===== src/hdl/dstwr_pkg.sv =====
package dstwr_pkg;

  localparam int unsigned IN_TS_W   = 40;
  localparam int unsigned TOF_W     = 48;
  localparam int unsigned DIST_W    = 32;
  localparam int unsigned ST_W      = 2;

  // one tick in mm = 149896229 / (975 * 2^15)
  localparam int unsigned    TICK_NUM_W     = 28;
  localparam logic [27:0]    TICK_MM_NUM    = 28'd149896229;
  localparam int unsigned    TICK_ODD_W     = 10;
  localparam logic [9:0]     TICK_DEN_ODD   = 10'd975;
  localparam int unsigned    TICK_DEN_SHIFT = 15;

  // ceil(2^52 / 975): exact floor(x / 975) for every x below 975 * 2^32
  localparam int unsigned    RECIP_W        = 43;
  localparam int unsigned    RECIP_SHIFT    = 52;
  localparam logic [42:0]    TICK_DEN_RECIP = 43'd4619076540893;

  typedef enum logic [1:0] {
    ST_OK       = 2'd0,
    ST_NEG_NUM  = 2'd1,
    ST_ZERO_DEN = 2'd2
  } status_t;

  typedef struct packed {
    logic [IN_TS_W-1:0] poll_tx_time;
    logic [IN_TS_W-1:0] resp_rx_time;
    logic [IN_TS_W-1:0] final_tx_time;
    logic [IN_TS_W-1:0] poll_rx_time;
    logic [IN_TS_W-1:0] resp_tx_time;
    logic [IN_TS_W-1:0] final_rx_time;
  } in_t;

  typedef struct packed {
    logic [TOF_W-1:0]  tof_ticks_q8;
    logic [DIST_W-1:0] distance_mm;
    logic [ST_W-1:0]   status;
  } out_t;

endpackage


===== src/hdl/dstwr_front.sv =====
module dstwr_front #(
  parameter int unsigned TB = 40
) (
  input  logic                clk,
  input  logic                rst_n,
  input  dstwr_pkg::in_t      in_req,
  input  logic                in_push,
  output logic                in_full,
  input  logic                deq,
  output logic                deq_empty,
  output logic [4*TB-1:0]     deq_data
);

  localparam int unsigned DEPTH = 4;

  logic [TB+dstwr_pkg::IN_TS_W-1:0] t0, t1, t2, t3, t4, t5;
  logic [TB-1:0] ra, da, db, rb;

  logic [4*TB-1:0] q_mem_r [DEPTH];
  logic [1:0] wr_ptr_r, wr_ptr_nxt, rd_ptr_r, rd_ptr_nxt;
  logic [2:0] cnt_r, cnt_nxt;
  logic       wr_en, rd_en;

  // take the low TB bits of each timestamp, zero padded if TB is wide
  assign t0 = {{TB{1'b0}}, in_req.poll_tx_time};
  assign t1 = {{TB{1'b0}}, in_req.resp_rx_time};
  assign t2 = {{TB{1'b0}}, in_req.final_tx_time};
  assign t3 = {{TB{1'b0}}, in_req.poll_rx_time};
  assign t4 = {{TB{1'b0}}, in_req.resp_tx_time};
  assign t5 = {{TB{1'b0}}, in_req.final_rx_time};

  assign ra = t1[TB-1:0] - t0[TB-1:0];
  assign da = t2[TB-1:0] - t1[TB-1:0];
  assign db = t4[TB-1:0] - t3[TB-1:0];
  assign rb = t5[TB-1:0] - t4[TB-1:0];

  assign in_full   = (cnt_r == 3'(DEPTH));
  assign deq_empty = (cnt_r == 3'd0);
  assign wr_en     = in_push && !in_full;
  assign rd_en     = deq && !deq_empty;
  assign deq_data  = q_mem_r[rd_ptr_r];

  always_comb begin
    wr_ptr_nxt = wr_ptr_r + 2'(wr_en);
    rd_ptr_nxt = rd_ptr_r + 2'(rd_en);
    cnt_nxt    = cnt_r + 3'(wr_en) - 3'(rd_en);
  end

  always_ff @(posedge clk) begin
    if (!rst_n) begin
      wr_ptr_r <= '0;
      rd_ptr_r <= '0;
      cnt_r    <= '0;
    end else begin
      wr_ptr_r <= wr_ptr_nxt;
      rd_ptr_r <= rd_ptr_nxt;
      cnt_r    <= cnt_nxt;
    end
  end

  always_ff @(posedge clk) begin
    if (wr_en) begin
      q_mem_r[wr_ptr_r] <= {ra, da, db, rb};
    end
  end

  assert property (@(posedge clk) disable iff (!rst_n) cnt_r <= 3'(DEPTH))
    else $error("front queue count out of range");
  assert property (@(posedge clk) disable iff (!rst_n)
    (wr_en && !rd_en) |=> cnt_r == $past(cnt_r) + 3'd1)
    else $error("front queue lost a request");
  assert property (@(posedge clk) disable iff (!rst_n)
    (rd_en && !wr_en) |=> rd_ptr_r == $past(rd_ptr_r) + 2'd1)
    else $error("front queue read pointer did not advance");

endmodule


===== config.mk =====
export PLATFORM = sky130hd
export DESIGN_NAME = dstwr_front
export DESIGN_NICKNAME = d
export VERILOG_FILES = /design/src/hdl/dstwr_pkg.sv /design/src/hdl/dstwr_front.sv
export SDC_FILE = /design/constraint.sdc
export NUM_CORES = 1
export LEC_CHECK = 0
export BUFFER_PORTS_ARGS = -buffer_cell sky130_fd_sc_hd__buf_4
export CAP_MARGIN = 20
export CORE_MARGIN = 4
export CORE_UTILIZATION = 59
export CTS_CLUSTER_SIZE = 10
export DETAILED_ROUTE_END_ITERATION = 12
export GPL_TIMING_DRIVEN = 0
export MAX_ROUTING_LAYER = met4
export PLACE_DENSITY = 0.85
export SLEW_MARGIN = 20
export SYNTH_ARGS = -nofsm -noshare
export SYNTH_HDL_FRONTEND = slang
export SYNTH_SLANG_ARGS = --single-unit

===== constraint.sdc =====
create_clock -name clk -period 14.6 [get_ports clk]
set_input_delay 0.73 -clock clk [delete_from_list [all_inputs] [get_ports clk]]
set_output_delay 0.73 -clock clk [all_outputs]
set_load 0.02 [all_outputs]

---- Word-level counts from Yosys, hierarchy flattened ----
Memory sizes are Yosys's and may differ from the RTL's. A register that Yosys moved wholly into a read port is not among the register bits.
Index checks and enable logic that the tools add are counted.
word-level totals
  register bits after elaboration ......... 7
  RAM bits ................................ 640
  memories ................................ 1
  bits of input ports ..................... 244
  output and inout bits ................... 162
memory list
  memory   depth  bits a word  rd ports  clocked after Yosys merged registers in  write ports  RTL line           text
  q_mem_r  4      160          1         1                                        1            dstwr_front.sv:19  logic [4*TB-1:0] q_mem_r [DEPTH];
operators by class
  $add $sub $neg .......................... 8
  multiplexer cells ....................... 3
  reduce and logical (&&, ||, !) cells .... 5
  equal/unequal tests ..................... 1
operators by type and width
  operator            count
  $sub 40x40->40      4
  $add 2x1->2         2
  $add 3x1->3         1
  $eq 3x3->1 const B  1
  $logic_not 3->1     1
  $sub 3x1->3         1
  $logic_and 1x1->1   2
  $logic_not 1->1     2
  $mux 1              2
  $mux 2              1

---- Logic depth before layout (Yosys ltp) ----
  depth in word-level cells ............... 5
  mapped depth ............................ 12
  gate-level depth less buffers ........... 12

---- Least setup slack after synthesis ----
Ideal clock, no wire load.
  kind .................................... in2reg
  start ................................... input in_push
  end ..................................... memory q_mem_r[1][0] in the netlist's numbering, enable pin
  arrival ................................. 12,426 ps
  slack ................................... 1,265 ps
  stages on the path ...................... 2
  setup time .............................. 909 ps
  buffers on the path ..................... 0
  data required time ...................... 13,691 ps
  cell sequence ........................... nand2b_1 > nor3b_1
on the way
  word-level cells in the longest chain between the ends .. 3
ends and longest elaborated chain
  what                          RTL line           text
  from (decl)                   dstwr_front.sv:7   input logic in_push,
  $logic_and 1x1->1             dstwr_front.sv:39  assign wr_en = in_push && !in_full;
  $mux 1                        dstwr_front.sv:62  if (wr_en) begin
  $mux 1 (not written as such)  dstwr_front.sv:63  q_mem_r[wr_ptr_r] <= {ra, da, db, rb};
  to (decl)                     dstwr_front.sv:19
No other way between the ends.

==> results_dict.tcl <==
set metrics [dict create \
    hold_class "primary input to flop" \
    min_period_over_period 0.3126 \
    ant_nets 0 \
    track_usage 0.2906 \
    fp-row-count 85 \
    clkLatencyLatePin_ns 0.63 \
    gp_congestion 0.9921 \
    root_buffer "clkbuf_16" \
    rsz0062_at_grt "false" \
    slowest_delay_ns 0.80 \
    worst_slew_pin_slew_ns 1.039 \
    slew_headroom 0.3074 \
    cts_max_path_buffers 3 \
    yosys_warnings 0 \
    critPathSlowestCell "clkbuf_1" \
    cts_buffers 76 \
    finClkSkew_ns 0.02173 \
    vias_per_cell 6.236 \
    maxCapViolations 0 \
    p_leak_nw 15.10 \
    synth_top_area_share 0.5954 \
    seq_area_um2 19360 \
    syn_inst 2222 \
    grt-ovfl-total 0 \
    yosysSeqAreaShare 0.5998 \
    ctsHoldBuffers 0 \
    nets 3172 \
    status "complete, no violations" \
    cts.sinks 647 \
    setup_viol 0 \
    io_pins 406 \
    ys_top_cells_by_count "640 x edfxtp_1, 201 x inv_1, 160 x a21oi_1, 160 x ha_1, 160 x mux4_2" \
    first_pass_iters 6 \
    start_kind "flop" \
    syn_to_final_growth_pct 21.12 \
    antenna_found_initial 3 \
    cp_top_family "buffers and inverters" \
    worst-setup-path-type "flop to output pin" \
    dieArea_um2 58510 \
    synth_top_area_cell "edfxtp_1" \
    synth.avg_cell_area_um2 14.53 \
    crit_buf_inv 4 \
    final_util 0.7236 \
    drtIter0Drc 1917 \
    wire_per_inst_um 23.98 \
    finalWirelength_mm 83.83 \
    fill_cells 3326 \
    p_total_mw 6.267 \
    hold_viol 0 \
    fmax_mhz 219.1 \
    synth_nets 2631 \
    cp_max_fo 10 \
    die_x_um 241.9 \
    post_cts_resized 0 \
    endpoint_kind "output pin" \
    syn-cell-area_um2 32280 \
    worst_path_most_repeated_cell "clkbuf_1" \
    drc 0 \
    ys_top_cells_by_area "edfxtp_1 60%, mux4_2 11%, ha_1 6.2%" \
    core_area_um2 54030 \
    async_flop_share 0 \
    ctsHtreeMaxLevel 3 \
    power_density_nw_per_um2 160.3 \
    post_cts_buffers 0 \
    drive_gt1_frac 0.2721 \
    path_clk_slew_ns 0.06 \
    vdd.ir_drop.worst_mv 0.1249 \
    dr_total_vias 21800 \
    die_y_um 241.9 \
    port_buffers 405 \
    start_util 0.5974 \
    ys_seq_elements 647 \
    grt_pass1_vias 22370 \
    hpwl_mm 61.64 \
    multi_input_area_um2 11910 \
    synth-main-ff-cell "edfxtp_1" \
    cts_tree "built" \
    grt_pass1_wl_mm 128.0 \
    grt_max_degree 47 \
    crit_required_ns 13.87 \
    synth_enable_flop_cells 640 \
    critical_path_arrival_ns 3.83 \
    yosysMostFrequentCell "edfxtp_1" \
    fin_tns_setup_ns 0 \
    crit_chain "clkbuf_1, clkbuf_1, buf_1, mux4_2, buf_4" \
    period_minus_slack_ns 4.563 \
    synth_cell_type_count 78 \
    drv_slew 0 \
]
==> final cells by class <==
type                       instances  area share
clock buffer                     103     0.05367
sequential                       647      0.4952
multi-input combinational       1304      0.3046
inverter                         201     0.01930
tap                              696     0.02227
timing repair buffer             463     0.09592
buffer                            70    0.007105
antenna                            3   0.0001920
clock inverter                     9    0.001760
==> final timing paths <==
check                    startpoint                       end  slack [ns]  cells after the start
max          rd_ptr_r[0]$_SDFF_PN0_             deq_data[119]       10.04                      5
min                           rst_n    rd_ptr_r[1]$_SDFF_PN0_        0.38                      2
max reg2reg     cnt_r[1]$_SDFF_PN0_  q_mem_r[1][75]$_DFFE_PP_       11.46                     11
min reg2reg  rd_ptr_r[0]$_SDFF_PN0_    rd_ptr_r[0]$_SDFF_PN0_        0.61                      2
==> registers in the layout, indices dropped and copies added, names as in the netlist <==
signal and cells:
q_mem_r 640, cnt_r 3, wr_ptr_r 2, rd_ptr_r 2
==> per-layer routing <==
metal	up-vias	routed length, um	track usage
met4	0	3399	0.1110
met2	1227	42060	0.4880
met1	10680	30580	0.3534
li1	9661	-	-
met3	231	7781	0.05578
met5	-	0	-
==> power by group <==
group	switching (mW)	leakage, nW	internal, mW	total, mW
Clock	0.703	1.05	0.992	1.70
Combinational	1.22	8.14	0.905	2.12
Sequential	0.0575	5.92	2.39	2.45
Total	1.98	15.1	4.29	6.27
==> kinds of logic (layout without fill, tap and decap cells) <==
| family | count (synthesis) | after routing | share of synthesized area |
|---|---|---|---|
| adders and majority gates | 165 | 165 | 0.06512 |
| buffers and inverters | 271 | 846 | 0.03198 |
| DFF | 647 | 647 | 0.5998 |
| and+or+nand+nor | 355 | 355 | 0.05353 |
| AOI/OAI and AO/OA | 479 | 479 | 0.09858 |
| xor gates and xnor gates | 144 | 144 | 0.03907 |
| muxes | 161 | 161 | 0.1120 |
| other | 0 | 3 | 0 |
==> placed cells by master (no fill, tap or decap), types with 16 or more instances in the layout <==
master and n:
xnor2_1 93, xor2_1 51, a21oi_1 160, nand3_1 34
nand4_1 22, clkbuf_16 80, a21o_1 78, nor2_1 81
o21bai_1 18, nand2_1 103, and2_1 16, o21ai_0 74
inv_1 201, nor2b_1 20, mux4_2 160, clkbuf_1 63
a31oi_1 23, buf_1 17, ha_1 160, buf_4 436
nor3_1 23, edfxtp_1 640
==> worst reg2reg max path: cells and delay by family (launching register included) <==
| kind | cells | cell delay [ns] |
|---|---|---|
| DFF | 1 | 0.42 |
| and+or+nand+nor | 3 | 0.93 |
| buffers and inverters | 8 | 1.51 |
==> per-stage QoR <==
step                hold slack (ns)  area [um^2]  setup slack, ns  instances
floorplan                    0.5555        32280            1.265       2222
global placement             0.5685        36190           -7.695       3323
detailed placement           0.6069        36920            10.47       3381
CTS                          0.3487        39090            9.804       3493
global route                 0.3784        39100            9.723       3496
finish                       0.3763        39100            10.04       3496
Note: power is estimated with default switching activity, not from simulation.
